## src/design/cfst_pkg.sv

```systemverilog
// ----------------------------------------------------------------------------
// cfst_pkg
// Shared constants, codes and controller/datapath interface types for the
// CAN acceptance filter slot table.
// ----------------------------------------------------------------------------
package cfst_pkg;

    localparam int NUM_BANKS_DEF  = 14;
    localparam int MAX_ACTIVE_DEF = 28;

    localparam logic [31:0] STD_LIMIT = 32'h0000_07FF;
    localparam logic [31:0] EXT_LIMIT = 32'h1FFF_FFFF;

    localparam logic [10:0] STD_MASK_RST = 11'h7FF;
    localparam logic [28:0] EXT_MASK_RST = 29'h1FFF_FFFF;

    // configuration register indexes
    localparam logic CFG_STD_MASK = 1'b0;
    localparam logic CFG_EXT_MASK = 1'b1;

    // command modes
    localparam logic [2:0] MODE_ADD    = 3'd0;
    localparam logic [2:0] MODE_REMOVE = 3'd1;
    localparam logic [2:0] MODE_CLEAR  = 3'd2;
    localparam logic [2:0] MODE_LOOKUP = 3'd3;
    localparam logic [2:0] MODE_LIST   = 3'd4;

    // result status codes
    localparam logic [2:0] STAT_OK        = 3'd0;
    localparam logic [2:0] STAT_BAD_ID    = 3'd1;
    localparam logic [2:0] STAT_BAD_MASK  = 3'd2;
    localparam logic [2:0] STAT_DUPLICATE = 3'd3;
    localparam logic [2:0] STAT_LIMIT     = 3'd4;
    localparam logic [2:0] STAT_NO_SLOT   = 3'd5;
    localparam logic [2:0] STAT_CFG_FAIL  = 3'd6;
    localparam logic [2:0] STAT_NOT_FOUND = 3'd7;

    // slot states
    localparam logic [1:0] SLOT_INACTIVE = 2'd0;
    localparam logic [1:0] SLOT_ACTIVE   = 2'd1;
    localparam logic [1:0] SLOT_ERROR    = 2'd2;

    // result source select
    typedef enum logic [2:0] {
        RES_NONE,
        RES_ERR,
        RES_ADD,
        RES_FOUND,
        RES_PEND
    } res_sel_t;

    typedef struct packed {
        logic       load;
        logic       scan_clr;
        logic       scan_inc;
        logic       cmp;
        logic       write;
        logic       remove;
        logic       clear_all;
        logic       emit;
        logic       last;
        res_sel_t   sel;
        logic [2:0] code;
    } dp_cmd_t;

    typedef struct packed {
        logic [2:0] mode;
        logic       id_bad;
        logic       mask_bad;
        logic       match;
        logic       scan_last;
        logic       found;
        logic       cnt_full;
        logic       cand_vld;
        logic       cfg_ok;
        logic       list_hit;
        logic       pend_vld;
    } dp_stat_t;

endpackage

```

## src/design/can_filter_slot_table.sv

```systemverilog
// ----------------------------------------------------------------------------
// can_filter_slot_table
// Table of CAN acceptance filters in banks of two slots: add, remove,
// remove all, lookup and list commands.
// ----------------------------------------------------------------------------
// A command is taken when start is high and busy is low; busy stays high
// until the cycle in which the last result of that command is shown, so the
// next command can be taken at the edge that ends that cycle. Each result
// appears for one cycle with done high, and the final one of a command has
// last set; the receiver cannot stall results. Remove all, unknown modes and
// adds with a bad id or mask go from dispatch straight to the result. Add,
// remove, lookup and list scan the slots one by one through the single read
// port of the slot memory, with a read state and a compare state per slot;
// remove, lookup and a duplicate add stop at the first hit. List results
// come out while the scan runs.
// ----------------------------------------------------------------------------
module can_filter_slot_table #(
    parameter int NUM_BANKS  = cfst_pkg::NUM_BANKS_DEF,
    parameter int MAX_ACTIVE = cfst_pkg::MAX_ACTIVE_DEF
) (
    input  logic        clk,
    input  logic        rst_n,
    input  logic        cfg_we,
    input  logic        cfg_index,
    input  logic [28:0] cfg_data,
    input  logic        start,
    input  logic [2:0]  mode,
    input  logic [31:0] filter_id,
    input  logic [31:0] filter_mask,
    input  logic        extended,
    input  logic        configure_ok,
    input  logic [4:0]  list_limit,
    output logic        busy,
    output logic        done,
    output logic [2:0]  status,
    output logic        entry_valid,
    output logic [3:0]  bank_index,
    output logic        slot_index,
    output logic [28:0] entry_id,
    output logic [28:0] entry_mask,
    output logic        entry_extended,
    output logic [4:0]  active_total,
    output logic [3:0]  banks_in_use,
    output logic        last
);

    cfst_pkg::dp_cmd_t  cmd;
    cfst_pkg::dp_stat_t st;

    cfst_ctrl u_ctrl (
        .clk   (clk),
        .rst_n (rst_n),
        .start (start),
        .st    (st),
        .cmd   (cmd),
        .busy  (busy)
    );

    cfst_dp #(
        .NUM_BANKS  (NUM_BANKS),
        .MAX_ACTIVE (MAX_ACTIVE)
    ) u_dp (
        .clk            (clk),
        .rst_n          (rst_n),
        .cfg_we         (cfg_we),
        .cfg_index      (cfg_index),
        .cfg_data       (cfg_data),
        .mode           (mode),
        .filter_id      (filter_id),
        .filter_mask    (filter_mask),
        .extended       (extended),
        .configure_ok   (configure_ok),
        .list_limit     (list_limit),
        .cmd            (cmd),
        .st             (st),
        .done           (done),
        .status         (status),
        .entry_valid    (entry_valid),
        .bank_index     (bank_index),
        .slot_index     (slot_index),
        .entry_id       (entry_id),
        .entry_mask     (entry_mask),
        .entry_extended (entry_extended),
        .active_total   (active_total),
        .banks_in_use   (banks_in_use),
        .last           (last)
    );

endmodule

```

## src/design/cfst_ctrl.sv

```systemverilog
// ----------------------------------------------------------------------------
// cfst_ctrl
// Command sequencer: dispatches a command, steps the slot scan and decides
// the outcome.
// ----------------------------------------------------------------------------
module cfst_ctrl (
    input  logic               clk,
    input  logic               rst_n,
    input  logic               start,
    input  cfst_pkg::dp_stat_t st,
    output cfst_pkg::dp_cmd_t  cmd,
    output logic               busy
);

    typedef enum logic [2:0] {
        S_IDLE,
        S_DISP,
        S_READ,
        S_CMP,
        S_DECIDE,
        S_EMIT,
        S_LFLUSH
    } state_t;

    state_t               state_reg, state_next;
    logic [2:0]           code_reg, code_next;
    cfst_pkg::res_sel_t   sel_reg, sel_next;

    always_ff @(posedge clk or negedge rst_n)
    begin
        if (!rst_n)
        begin
            state_reg <= S_IDLE;
            code_reg  <= cfst_pkg::STAT_OK;
            sel_reg   <= cfst_pkg::RES_NONE;
        end
        else
        begin
            state_reg <= state_next;
            code_reg  <= code_next;
            sel_reg   <= sel_next;
        end
    end

    always_comb
    begin
        state_next = state_reg;
        code_next  = code_reg;
        sel_next   = sel_reg;
        cmd        = '0;
        cmd.sel    = sel_reg;
        cmd.code   = code_reg;
        case (state_reg)
            S_IDLE:
            begin
                if (start)
                begin
                    cmd.load   = 1'b1;
                    state_next = S_DISP;
                end
            end
            S_DISP:
            begin
                case (st.mode)
                    cfst_pkg::MODE_ADD:
                    begin
                        if (st.id_bad)
                        begin
                            code_next  = cfst_pkg::STAT_BAD_ID;
                            sel_next   = cfst_pkg::RES_NONE;
                            state_next = S_EMIT;
                        end
                        else if (st.mask_bad)
                        begin
                            code_next  = cfst_pkg::STAT_BAD_MASK;
                            sel_next   = cfst_pkg::RES_NONE;
                            state_next = S_EMIT;
                        end
                        else
                        begin
                            cmd.scan_clr = 1'b1;
                            state_next   = S_READ;
                        end
                    end
                    cfst_pkg::MODE_REMOVE, cfst_pkg::MODE_LOOKUP, cfst_pkg::MODE_LIST:
                    begin
                        cmd.scan_clr = 1'b1;
                        state_next   = S_READ;
                    end
                    cfst_pkg::MODE_CLEAR:
                    begin
                        cmd.clear_all = 1'b1;
                        code_next     = cfst_pkg::STAT_OK;
                        sel_next      = cfst_pkg::RES_NONE;
                        state_next    = S_EMIT;
                    end
                    default:
                    begin
                        code_next  = cfst_pkg::STAT_OK;
                        sel_next   = cfst_pkg::RES_NONE;
                        state_next = S_EMIT;
                    end
                endcase
            end
            S_READ:
            begin
                state_next = S_CMP;
            end
            S_CMP:
            begin
                cmd.cmp = 1'b1;
                if (st.mode == cfst_pkg::MODE_LIST)
                begin
                    // a new hit releases the held entry as a non-final result
                    if (st.list_hit && st.pend_vld)
                    begin
                        cmd.emit = 1'b1;
                        cmd.sel  = cfst_pkg::RES_PEND;
                        cmd.code = cfst_pkg::STAT_OK;
                    end
                    if (st.scan_last)
                        state_next = S_LFLUSH;
                    else
                    begin
                        cmd.scan_inc = 1'b1;
                        state_next   = S_READ;
                    end
                end
                else if (st.match || st.scan_last)
                    state_next = S_DECIDE;
                else
                begin
                    cmd.scan_inc = 1'b1;
                    state_next   = S_READ;
                end
            end
            S_DECIDE:
            begin
                state_next = S_EMIT;
                case (st.mode)
                    cfst_pkg::MODE_ADD:
                    begin
                        sel_next = cfst_pkg::RES_NONE;
                        if (st.found)
                            code_next = cfst_pkg::STAT_DUPLICATE;
                        else if (st.cnt_full)
                            code_next = cfst_pkg::STAT_LIMIT;
                        else if (!st.cand_vld)
                            code_next = cfst_pkg::STAT_NO_SLOT;
                        else
                        begin
                            cmd.write = 1'b1;
                            if (st.cfg_ok)
                            begin
                                code_next = cfst_pkg::STAT_OK;
                                sel_next  = cfst_pkg::RES_ADD;
                            end
                            else
                            begin
                                code_next = cfst_pkg::STAT_CFG_FAIL;
                                sel_next  = cfst_pkg::RES_ERR;
                            end
                        end
                    end
                    cfst_pkg::MODE_REMOVE:
                    begin
                        if (st.found)
                        begin
                            cmd.remove = 1'b1;
                            code_next  = cfst_pkg::STAT_OK;
                            sel_next   = cfst_pkg::RES_FOUND;
                        end
                        else
                        begin
                            code_next = cfst_pkg::STAT_NOT_FOUND;
                            sel_next  = cfst_pkg::RES_NONE;
                        end
                    end
                    default:
                    begin
                        if (st.found)
                        begin
                            code_next = cfst_pkg::STAT_OK;
                            sel_next  = cfst_pkg::RES_FOUND;
                        end
                        else
                        begin
                            code_next = cfst_pkg::STAT_NOT_FOUND;
                            sel_next  = cfst_pkg::RES_NONE;
                        end
                    end
                endcase
            end
            S_EMIT:
            begin
                cmd.emit   = 1'b1;
                cmd.last   = 1'b1;
                state_next = S_IDLE;
            end
            S_LFLUSH:
            begin
                cmd.emit   = 1'b1;
                cmd.last   = 1'b1;
                cmd.code   = cfst_pkg::STAT_OK;
                cmd.sel    = st.pend_vld ? cfst_pkg::RES_PEND : cfst_pkg::RES_NONE;
                state_next = S_IDLE;
            end
            default:
            begin
                state_next = S_IDLE;
            end
        endcase
    end

    assign busy = (state_reg != S_IDLE);

endmodule

```

## src/design/cfst_dp.sv

```systemverilog
// ----------------------------------------------------------------------------
// cfst_dp
// Datapath: slot memory, slot state and bank fill, scan pointer, search
// captures and the result register.
// ----------------------------------------------------------------------------
module cfst_dp #(
    parameter int NUM_BANKS  = cfst_pkg::NUM_BANKS_DEF,
    parameter int MAX_ACTIVE = cfst_pkg::MAX_ACTIVE_DEF
) (
    input  logic               clk,
    input  logic               rst_n,
    input  logic               cfg_we,
    input  logic               cfg_index,
    input  logic [28:0]        cfg_data,
    input  logic [2:0]         mode,
    input  logic [31:0]        filter_id,
    input  logic [31:0]        filter_mask,
    input  logic               extended,
    input  logic               configure_ok,
    input  logic [4:0]         list_limit,
    input  cfst_pkg::dp_cmd_t  cmd,
    output cfst_pkg::dp_stat_t st,
    output logic               done,
    output logic [2:0]         status,
    output logic               entry_valid,
    output logic [3:0]         bank_index,
    output logic               slot_index,
    output logic [28:0]        entry_id,
    output logic [28:0]        entry_mask,
    output logic               entry_extended,
    output logic [4:0]         active_total,
    output logic [3:0]         banks_in_use,
    output logic               last
);

    localparam int NSLOTS = 2 * NUM_BANKS;
    localparam int SW     = $clog2(NSLOTS);
    localparam int BW     = (NUM_BANKS > 1) ? $clog2(NUM_BANKS) : 1;
    localparam int CW     = $clog2(MAX_ACTIVE + 1);
    localparam int BCW    = $clog2(NUM_BANKS + 1);
    localparam int NW     = $clog2(NSLOTS + 1);

    // configuration
    logic [10:0] std_def_reg;
    logic [28:0] ext_def_reg;

    always_ff @(posedge clk or negedge rst_n)
    begin
        if (!rst_n)
        begin
            std_def_reg <= cfst_pkg::STD_MASK_RST;
            ext_def_reg <= cfst_pkg::EXT_MASK_RST;
        end
        else if (cfg_we)
        begin
            case (cfg_index)
                cfst_pkg::CFG_STD_MASK: std_def_reg <= cfg_data[10:0];
                cfst_pkg::CFG_EXT_MASK: ext_def_reg <= cfg_data;
                default:                std_def_reg <= std_def_reg;
            endcase
        end
    end

    // command latch; a zero mask is replaced here by the default
    logic [2:0]  mode_reg;
    logic [31:0] id_reg;
    logic [31:0] mask_reg;
    logic        ext_reg;
    logic        cfg_ok_reg;
    logic [4:0]  limit_reg;

    always_ff @(posedge clk)
    begin
        if (cmd.load)
        begin
            mode_reg   <= mode;
            id_reg     <= filter_id;
            ext_reg    <= extended;
            cfg_ok_reg <= configure_ok;
            limit_reg  <= list_limit;
            if (filter_mask == 32'd0)
                mask_reg <= extended ? {3'b000, ext_def_reg} : {21'd0, std_def_reg};
            else
                mask_reg <= filter_mask;
        end
    end

    logic [31:0] lim;
    assign lim = ext_reg ? cfst_pkg::EXT_LIMIT : cfst_pkg::STD_LIMIT;

    // scan pointer
    logic [SW-1:0] scan_idx_reg;
    logic [BW-1:0] scan_bank;

    always_ff @(posedge clk or negedge rst_n)
    begin
        if (!rst_n)
            scan_idx_reg <= '0;
        else if (cmd.scan_clr)
            scan_idx_reg <= '0;
        else if (cmd.scan_inc)
            scan_idx_reg <= scan_idx_reg + SW'(1);
    end

    assign scan_bank = BW'(scan_idx_reg >> 1);

    // slot memory, one read port at the scan pointer
    logic [28:0]   mem_id   [NSLOTS];
    logic [28:0]   mem_mask [NSLOTS];
    logic          mem_type [NSLOTS];
    logic [28:0]   rd_id_reg;
    logic [28:0]   rd_mask_reg;
    logic          rd_type_reg;
    logic [SW-1:0] cand_idx;
    logic [BW-1:0] cand_bank;

    always_ff @(posedge clk)
    begin
        if (cmd.write)
        begin
            mem_id[cand_idx]   <= id_reg[28:0];
            mem_mask[cand_idx] <= mask_reg[28:0];
            mem_type[cand_idx] <= ext_reg;
        end
        rd_id_reg   <= mem_id[scan_idx_reg];
        rd_mask_reg <= mem_mask[scan_idx_reg];
        rd_type_reg <= mem_type[scan_idx_reg];
    end

    // slot state, bank fill and totals
    logic [1:0]     status_reg [NSLOTS];
    logic [1:0]     fill_reg   [NUM_BANKS];
    logic [CW-1:0]  act_cnt_reg;
    logic [BCW-1:0] bank_cnt_reg;
    logic [SW-1:0]  found_idx_reg;
    logic [BW-1:0]  found_bank;
    logic [1:0]     found_fill_reg;
    logic           part_vld_reg;

    always_ff @(posedge clk or negedge rst_n)
    begin
        if (!rst_n)
        begin
            for (int i = 0; i < NSLOTS; i++)
                status_reg[i] <= cfst_pkg::SLOT_INACTIVE;
            for (int b = 0; b < NUM_BANKS; b++)
                fill_reg[b] <= 2'd0;
            act_cnt_reg  <= '0;
            bank_cnt_reg <= '0;
        end
        else if (cmd.clear_all)
        begin
            for (int i = 0; i < NSLOTS; i++)
                status_reg[i] <= cfst_pkg::SLOT_INACTIVE;
            for (int b = 0; b < NUM_BANKS; b++)
                fill_reg[b] <= 2'd0;
            act_cnt_reg  <= '0;
            bank_cnt_reg <= '0;
        end
        else if (cmd.write)
        begin
            status_reg[cand_idx] <= cfg_ok_reg ? cfst_pkg::SLOT_ACTIVE : cfst_pkg::SLOT_ERROR;
            if (cfg_ok_reg)
            begin
                // a partly used bank goes to two, an empty bank to one
                fill_reg[cand_bank] <= part_vld_reg ? 2'd2 : 2'd1;
                if (!part_vld_reg)
                    bank_cnt_reg <= bank_cnt_reg + BCW'(1);
                act_cnt_reg <= act_cnt_reg + CW'(1);
            end
        end
        else if (cmd.remove)
        begin
            status_reg[found_idx_reg] <= cfst_pkg::SLOT_INACTIVE;
            fill_reg[found_bank]      <= found_fill_reg - 2'd1;
            act_cnt_reg               <= act_cnt_reg - CW'(1);
            if (found_fill_reg == 2'd1)
                bank_cnt_reg <= bank_cnt_reg - BCW'(1);
        end
    end

    // per-slot compare
    logic [1:0] status_rd;
    logic [1:0] fill_rd;
    logic       match;
    logic       part_hit;
    logic       empty_hit;
    logic       list_hit;
    logic       found_reg;
    logic       empty_vld_reg;
    logic       pend_vld_reg;
    logic [NW-1:0] n_reg;

    assign status_rd = status_reg[scan_idx_reg];
    assign fill_rd   = fill_reg[scan_bank];
    assign match     = (status_rd == cfst_pkg::SLOT_ACTIVE) && (id_reg[31:29] == 3'd0)
                       && (rd_id_reg == id_reg[28:0]);
    assign part_hit  = (fill_rd == 2'd1) && (status_rd != cfst_pkg::SLOT_ACTIVE)
                       && !part_vld_reg;
    assign empty_hit = (fill_rd == 2'd0) && !scan_idx_reg[0] && !empty_vld_reg;
    assign list_hit  = (status_rd == cfst_pkg::SLOT_ACTIVE)
                       && (32'(n_reg) < 32'(limit_reg)) && (32'(n_reg) < MAX_ACTIVE);

    always_ff @(posedge clk or negedge rst_n)
    begin
        if (!rst_n)
        begin
            found_reg     <= 1'b0;
            part_vld_reg  <= 1'b0;
            empty_vld_reg <= 1'b0;
            pend_vld_reg  <= 1'b0;
            n_reg         <= '0;
        end
        else if (cmd.scan_clr)
        begin
            found_reg     <= 1'b0;
            part_vld_reg  <= 1'b0;
            empty_vld_reg <= 1'b0;
            pend_vld_reg  <= 1'b0;
            n_reg         <= '0;
        end
        else if (cmd.cmp)
        begin
            if (match)
                found_reg <= 1'b1;
            if (part_hit)
                part_vld_reg <= 1'b1;
            if (empty_hit)
                empty_vld_reg <= 1'b1;
            if (list_hit)
            begin
                pend_vld_reg <= 1'b1;
                n_reg        <= n_reg + NW'(1);
            end
        end
    end

    logic [28:0]   found_id_reg;
    logic [28:0]   found_mask_reg;
    logic          found_type_reg;
    logic [SW-1:0] part_idx_reg;
    logic [SW-1:0] empty_idx_reg;
    logic [SW-1:0] pend_idx_reg;
    logic [28:0]   pend_id_reg;
    logic [28:0]   pend_mask_reg;
    logic          pend_type_reg;

    always_ff @(posedge clk)
    begin
        if (cmd.cmp)
        begin
            if (match && !found_reg)
            begin
                found_idx_reg  <= scan_idx_reg;
                found_id_reg   <= rd_id_reg;
                found_mask_reg <= rd_mask_reg;
                found_type_reg <= rd_type_reg;
                found_fill_reg <= fill_rd;
            end
            if (part_hit)
                part_idx_reg <= scan_idx_reg;
            if (empty_hit)
                empty_idx_reg <= scan_idx_reg;
            if (list_hit)
            begin
                pend_idx_reg  <= scan_idx_reg;
                pend_id_reg   <= rd_id_reg;
                pend_mask_reg <= rd_mask_reg;
                pend_type_reg <= rd_type_reg;
            end
        end
    end

    assign cand_idx   = part_vld_reg ? part_idx_reg : empty_idx_reg;
    assign cand_bank  = BW'(cand_idx >> 1);
    assign found_bank = BW'(found_idx_reg >> 1);

    always_comb
    begin
        st           = '0;
        st.mode      = mode_reg;
        st.id_bad    = id_reg > lim;
        st.mask_bad  = mask_reg > lim;
        st.match     = match;
        st.scan_last = (scan_idx_reg == SW'(NSLOTS - 1));
        st.found     = found_reg;
        st.cnt_full  = (32'(act_cnt_reg) >= MAX_ACTIVE);
        st.cand_vld  = part_vld_reg || empty_vld_reg;
        st.cfg_ok    = cfg_ok_reg;
        st.list_hit  = list_hit;
        st.pend_vld  = pend_vld_reg;
    end

    // result selection
    logic          r_has_slot;
    logic [SW-1:0] r_idx;
    logic          r_valid;
    logic [28:0]   r_id;
    logic [28:0]   r_mask;
    logic          r_type;

    always_comb
    begin
        r_has_slot = 1'b0;
        r_idx      = '0;
        r_valid    = 1'b0;
        r_id       = '0;
        r_mask     = '0;
        r_type     = 1'b0;
        case (cmd.sel)
            cfst_pkg::RES_ERR:
            begin
                r_has_slot = 1'b1;
                r_idx      = cand_idx;
            end
            cfst_pkg::RES_ADD:
            begin
                r_has_slot = 1'b1;
                r_idx      = cand_idx;
                r_valid    = 1'b1;
                r_id       = id_reg[28:0];
                r_mask     = mask_reg[28:0];
                r_type     = ext_reg;
            end
            cfst_pkg::RES_FOUND:
            begin
                r_has_slot = 1'b1;
                r_idx      = found_idx_reg;
                r_valid    = 1'b1;
                r_id       = found_id_reg;
                r_mask     = found_mask_reg;
                r_type     = found_type_reg;
            end
            cfst_pkg::RES_PEND:
            begin
                r_has_slot = 1'b1;
                r_idx      = pend_idx_reg;
                r_valid    = 1'b1;
                r_id       = pend_id_reg;
                r_mask     = pend_mask_reg;
                r_type     = pend_type_reg;
            end
            default:
            begin
                r_has_slot = 1'b0;
            end
        endcase
    end

    logic done_reg;

    always_ff @(posedge clk or negedge rst_n)
    begin
        if (!rst_n)
            done_reg <= 1'b0;
        else
            done_reg <= cmd.emit;
    end

    logic [2:0]  status_reg_o;
    logic        valid_reg;
    logic [3:0]  bank_reg;
    logic        slot_reg;
    logic [28:0] eid_reg;
    logic [28:0] emask_reg;
    logic        eext_reg;
    logic [4:0]  total_reg;
    logic [3:0]  banks_reg;
    logic        last_reg;

    always_ff @(posedge clk)
    begin
        if (cmd.emit)
        begin
            status_reg_o <= cmd.code;
            valid_reg    <= r_valid;
            bank_reg     <= r_has_slot ? 4'({1'b0, r_idx} >> 1) : 4'd0;
            slot_reg     <= r_has_slot ? r_idx[0] : 1'b0;
            eid_reg      <= r_id;
            emask_reg    <= r_mask;
            eext_reg     <= r_type;
            total_reg    <= 5'(act_cnt_reg);
            banks_reg    <= 4'(bank_cnt_reg);
            last_reg     <= cmd.last;
        end
    end

    assign done           = done_reg;
    assign status         = status_reg_o;
    assign entry_valid    = valid_reg;
    assign bank_index     = bank_reg;
    assign slot_index     = slot_reg;
    assign entry_id       = eid_reg;
    assign entry_mask     = emask_reg;
    assign entry_extended = eext_reg;
    assign active_total   = total_reg;
    assign banks_in_use   = banks_reg;
    assign last           = last_reg;

endmodule

```

## config.mk

```make
export PLATFORM = sky130hd
export DESIGN_NAME = can_filter_slot_table
export DESIGN_NICKNAME = d
export VERILOG_FILES = /design/src/design/cfst_pkg.sv /design/src/design/can_filter_slot_table.sv /design/src/design/cfst_ctrl.sv /design/src/design/cfst_dp.sv
export SDC_FILE = /design/constraint.sdc
export NUM_CORES = 2
export LEC_CHECK = 0
export BUFFER_PORTS_ARGS = -buffer_cell sky130_fd_sc_hd__buf_2
export CAP_MARGIN = 20
export CORE_ASPECT_RATIO = 0.5
export CORE_MARGIN = 2
export CORE_UTILIZATION = 55
export DETAILED_ROUTE_END_ITERATION = 6
export PLACE_DENSITY = 0.71
export SYNTH_ARGS = -nofsm -noshare
export SYNTH_HDL_FRONTEND = slang
export SYNTH_SLANG_ARGS = --single-unit
```

## constraint.sdc

```tcl
create_clock -name clk -period 8.3 [get_ports clk]
set_input_delay 1.66 -clock clk [delete_from_list [all_inputs] [get_ports clk]]
set_output_delay 1.66 -clock clk [all_outputs]
set_load 0.005 [all_outputs]
```

==> impl_metrics.csv <==
group,metric,value,unit
worst_hold_path,hold_class,"register to register",
finish,final_common_cell,"edfxtp_1",
place,place_congestion,0.862,
detailed_routing,firstDrtPassIters,7,
run,drv_cap,0,
yosys,ys_seq_area_frac,0.756,
clock_network,clk_pin_slew,0.07,ns
floorplan,die_w,557,um
yosys,ys_ff_latch,2159,
setup_path,critical_path_required,8.73,ns
clock_network,root_buffer,"clkbuf_16",
clock_network,postCtsSetupRepairBufs,0,
detailed_routing,first_iter_violations,6375,
outcome,violations,"design-rule violations",
detailed_routing,drt_wl_total,209,mm
finish,most-common-layout-cells,"edfxtp_1 (1,944), mux4_2 (488), clkbuf_16 (187), buf_2 (187), buf_4 (120)",
yosys,synthArstFlopShare,0.0723,
yosys,synth_compound_area_frac,0.0454,
finish,final_nets,4544,
floorplan,die_h,280,um
detailed_routing,wl_per_cell,31.9,um
yosys,synth_edf_count,1944,
timing,drv_slew,0,
detailed_routing,viasPerCell,6.63,
grt,overflow,0,
yosys,synth-adder-area-share,0.00763,
outcome,outcome,"finished with violations",
finish,seq_area,63500,um2
yosys,synth_cell_types,72,
clock_network,tritoncts,"built",
yosys,synth_xor_area_frac,0.00407,
clock_network,post_cts_resized,0,
floorplan,dieArea,156000,um2
yosys,syn_inst,4109,
clock_network,clock_latency,0.83,ns
clock_network,clkSinkCount,2159,
grt,grt_antenna_before_repair,8,
finish,postLayoutCoreUtil,0.618,
timing,hold_viol,0,
place,dpl_worst_slack,2.52,ns
clock_network,cts_max_level,4,
setup_path,critical_path.most_common_cell,"buf_4",
yosys,synth_fp_nets,4267,
timing,post-route-period-util,0.688,
detailed_routing,vias,43400,
timing,max_freq,175,MHz
setup_path,path_delay_family,"simple AND/OR/NAND/NOR gates",
timing,relSlewSlack,0.245,
yosys,netlist_area,84000,um2
finish,drive_gt1_frac,0.264,
clock_network,ctsHoldBuffers,0,
finish,multiInputGateArea,19600,um2
place,io_buffers,187,
pwr,peakVddDrop,0.252,mV
setup_path,worstSetupEndpointType,"register",
timing,worstMarginPinSlew,1.13,ns
detailed_routing,drc,1,
timing,rsz0062_at_grt,"no",
yosys,synth_top_family_by_area,"multiplexers",
grt,grt_max_degree,149,
timing,finalSetupTns,0,ns
clock_network,cts.path.max_buffers,4,
place,dp_hpwl,111,mm
setup_path,path_cells,"buf_4 > mux4_2 > a22oi_1 > o31ai_1 > a311oi_4 > and2_4 > and3_4 > or2_4 > buf_4",
yosys,yosysWarnings,0,
clock_network,numCtsBuffers,187,
setup_path,crit_fanout,46,
finish,nFillCells,10300,
yosys,syn_avg_cell_area,20.4,um2
setup_path,critPathSlowestCell,"dfrtp_4",
floorplan,rows,101,
setup_path,critPathArrivalTime,6.14,ns
grt,track_usage,0.269,
timing,fin_crit,5.71,ns
timing,setup_viol,0,
pwr,power_density,283,nW/um2
yosys,synth-main-ff-cell,"edfxtp_1",
floorplan,core,152000,um2
setup_path,cp-start-kind,"register",
yosys,muxShareOfSynthArea,0.146,
setup_path,path_buf_inv,2,
setup_path,critPathMaxStageDelay,0.86,ns
detailed_routing,ant_nets,0,
timing,whs,0.434,ns
timing,fin_skew,0.0630,ns
timing,setup_ws,2.59,ns
grt,grt_pass1_wl,301,mm
floorplan,initial_core_util,0.554,
pwr,leakage,30.2,nW
yosys,yosys.area_share.simple,0.0275,
finish,area_growth_syn_to_layout,11.6,%
floorplan,io_pins,188,
setup_path,path_class,"register to register",
grt,first_global_vias,43300,
-- power breakdown --
part / internal [mW] / total [mW] / switching (mW)
Sequential: 12.8 / 13.3 / 0.567
Combinational: 2.25 / 4.62 / 2.38
Clock: 4.69 / 8.53 / 3.85
-- area by class of cell --
cell class | instances | share of cell area
clock inverter | 90 | 0.00868
clock buffer | 248 | 0.0538
antenna | 1 | 0.0000267
timing repair buffer | 319 | 0.0220
multi-input combinational | 1684 | 0.210
sequential | 2159 | 0.678
tap | 2008 | 0.0268
inverter | 35 | 0.00154
-- cells in the mapped netlist, types with 11 or more instances --
cell type | n | share of area
nor2_1 | 131 | 0.0059
inv_1 | 34 | 0.0015
a211oi_1 | 76 | 0.0068
and2_1 | 49 | 0.0037
dfrtp_1 | 116 | 0.035
dfstp_2 | 40 | 0.013
mux4_2 | 488 | 0.13
a22o_1 | 20 | 0.0021
ha_1 | 48 | 0.0072
mux2_2 | 42 | 0.0056
a21o_1 | 90 | 0.0080
nor3_1 | 25 | 0.0015
mux2i_1 | 83 | 0.0099
and2_0 | 16 | 0.0012
nor4_1 | 20 | 0.0015
nand3_1 | 29 | 0.0017
o31ai_1 | 26 | 0.0023
a21oi_1 | 55 | 0.0033
edfxtp_1 | 1944 | 0.70
o21a_1 | 32 | 0.0029
o221ai_1 | 33 | 0.0034
o21ai_0 | 67 | 0.0040
dfxtp_1 | 59 | 0.014
nand4_1 | 29 | 0.0022
nand2_1 | 108 | 0.0048
clkbuf_1 | 164 | 0.0073
buf_1 | 51 | 0.0023
o21bai_1 | 11 | 0.00098
xor2_1 | 34 | 0.0035
and3_1 | 21 | 0.0016
a221o_1 | 60 | 0.0072
-- worst paths after layout --
| check | cells past startpoint | slack, ns | to | start |
|---|---|---|---|---|
| max | 9 | 2.59 | u_dp.entry_id[12]$_SDFFCE_PN0P_ | u_dp.scan_idx_reg[0]$_DFFE_PN0P_ |
| min | 0 | 0.43 | u_dp.found_mask_reg[3]$_DFFE_PP_ | u_dp.rd_mask_reg[3]$_DFF_P_ |
| max reg2reg | 9 | 2.59 | u_dp.entry_id[12]$_SDFFCE_PN0P_ | u_dp.scan_idx_reg[0]$_DFFE_PN0P_ |
| min reg2reg | 0 | 0.43 | u_dp.found_mask_reg[3]$_DFFE_PP_ | u_dp.rd_mask_reg[3]$_DFF_P_ |
| max in group asynchronous | 2 | 6.31 | u_dp.status_reg[20]$_DFFE_PN0P_ | rst_n |
| min in group asynchronous | 1 | 0.76 | u_dp.found_reg$_DFFE_PN0P_ | rst_n |
-- kinds of logic (layout without fill, tap and decap cells) --
logic type                 Yosys count  count (layout)
and+or+nand+nor                    471             471
xor gates and xnor gates            39              39
muxes                              613             613
AOI/OAI and AO/OA                  511             511
other                                0               1
adders and majority gates           50              50
DFF                               2159            2159
buffers and inverters              266             692
-- per-stage QoR --
step           power (mW)  instances  cell area [um2]
2_1_floorplan        16.7       4109            84000
3_3_place_gp         18.1       6201            87800
3_5_place_dp         18.2       6202            87800
4_1_cts              26.6       6540            93700
5_1_grt              27.4       6543            93700
6_report             26.5       6544            93700
-- worst register-to-register path, cell delays in order (launching register included) --
cell	delay, ns
dfrtp_4	0.86
buf_4	0.72
mux4_2	0.60
a22oi_1	0.19
o31ai_1	0.15
a311oi_4	0.55
and2_4	0.50
and3_4	0.29
or2_4	0.73
buf_4	0.68
-- routing by layer --
metal,share of wire,GRT usage
met1,0.40,0.403
met2,0.47,0.417
met3,0.10,0.0514
met4,0.020,0.0581
met5,0.00020,0
Note: power is estimated with default switching activity, not from simulation.
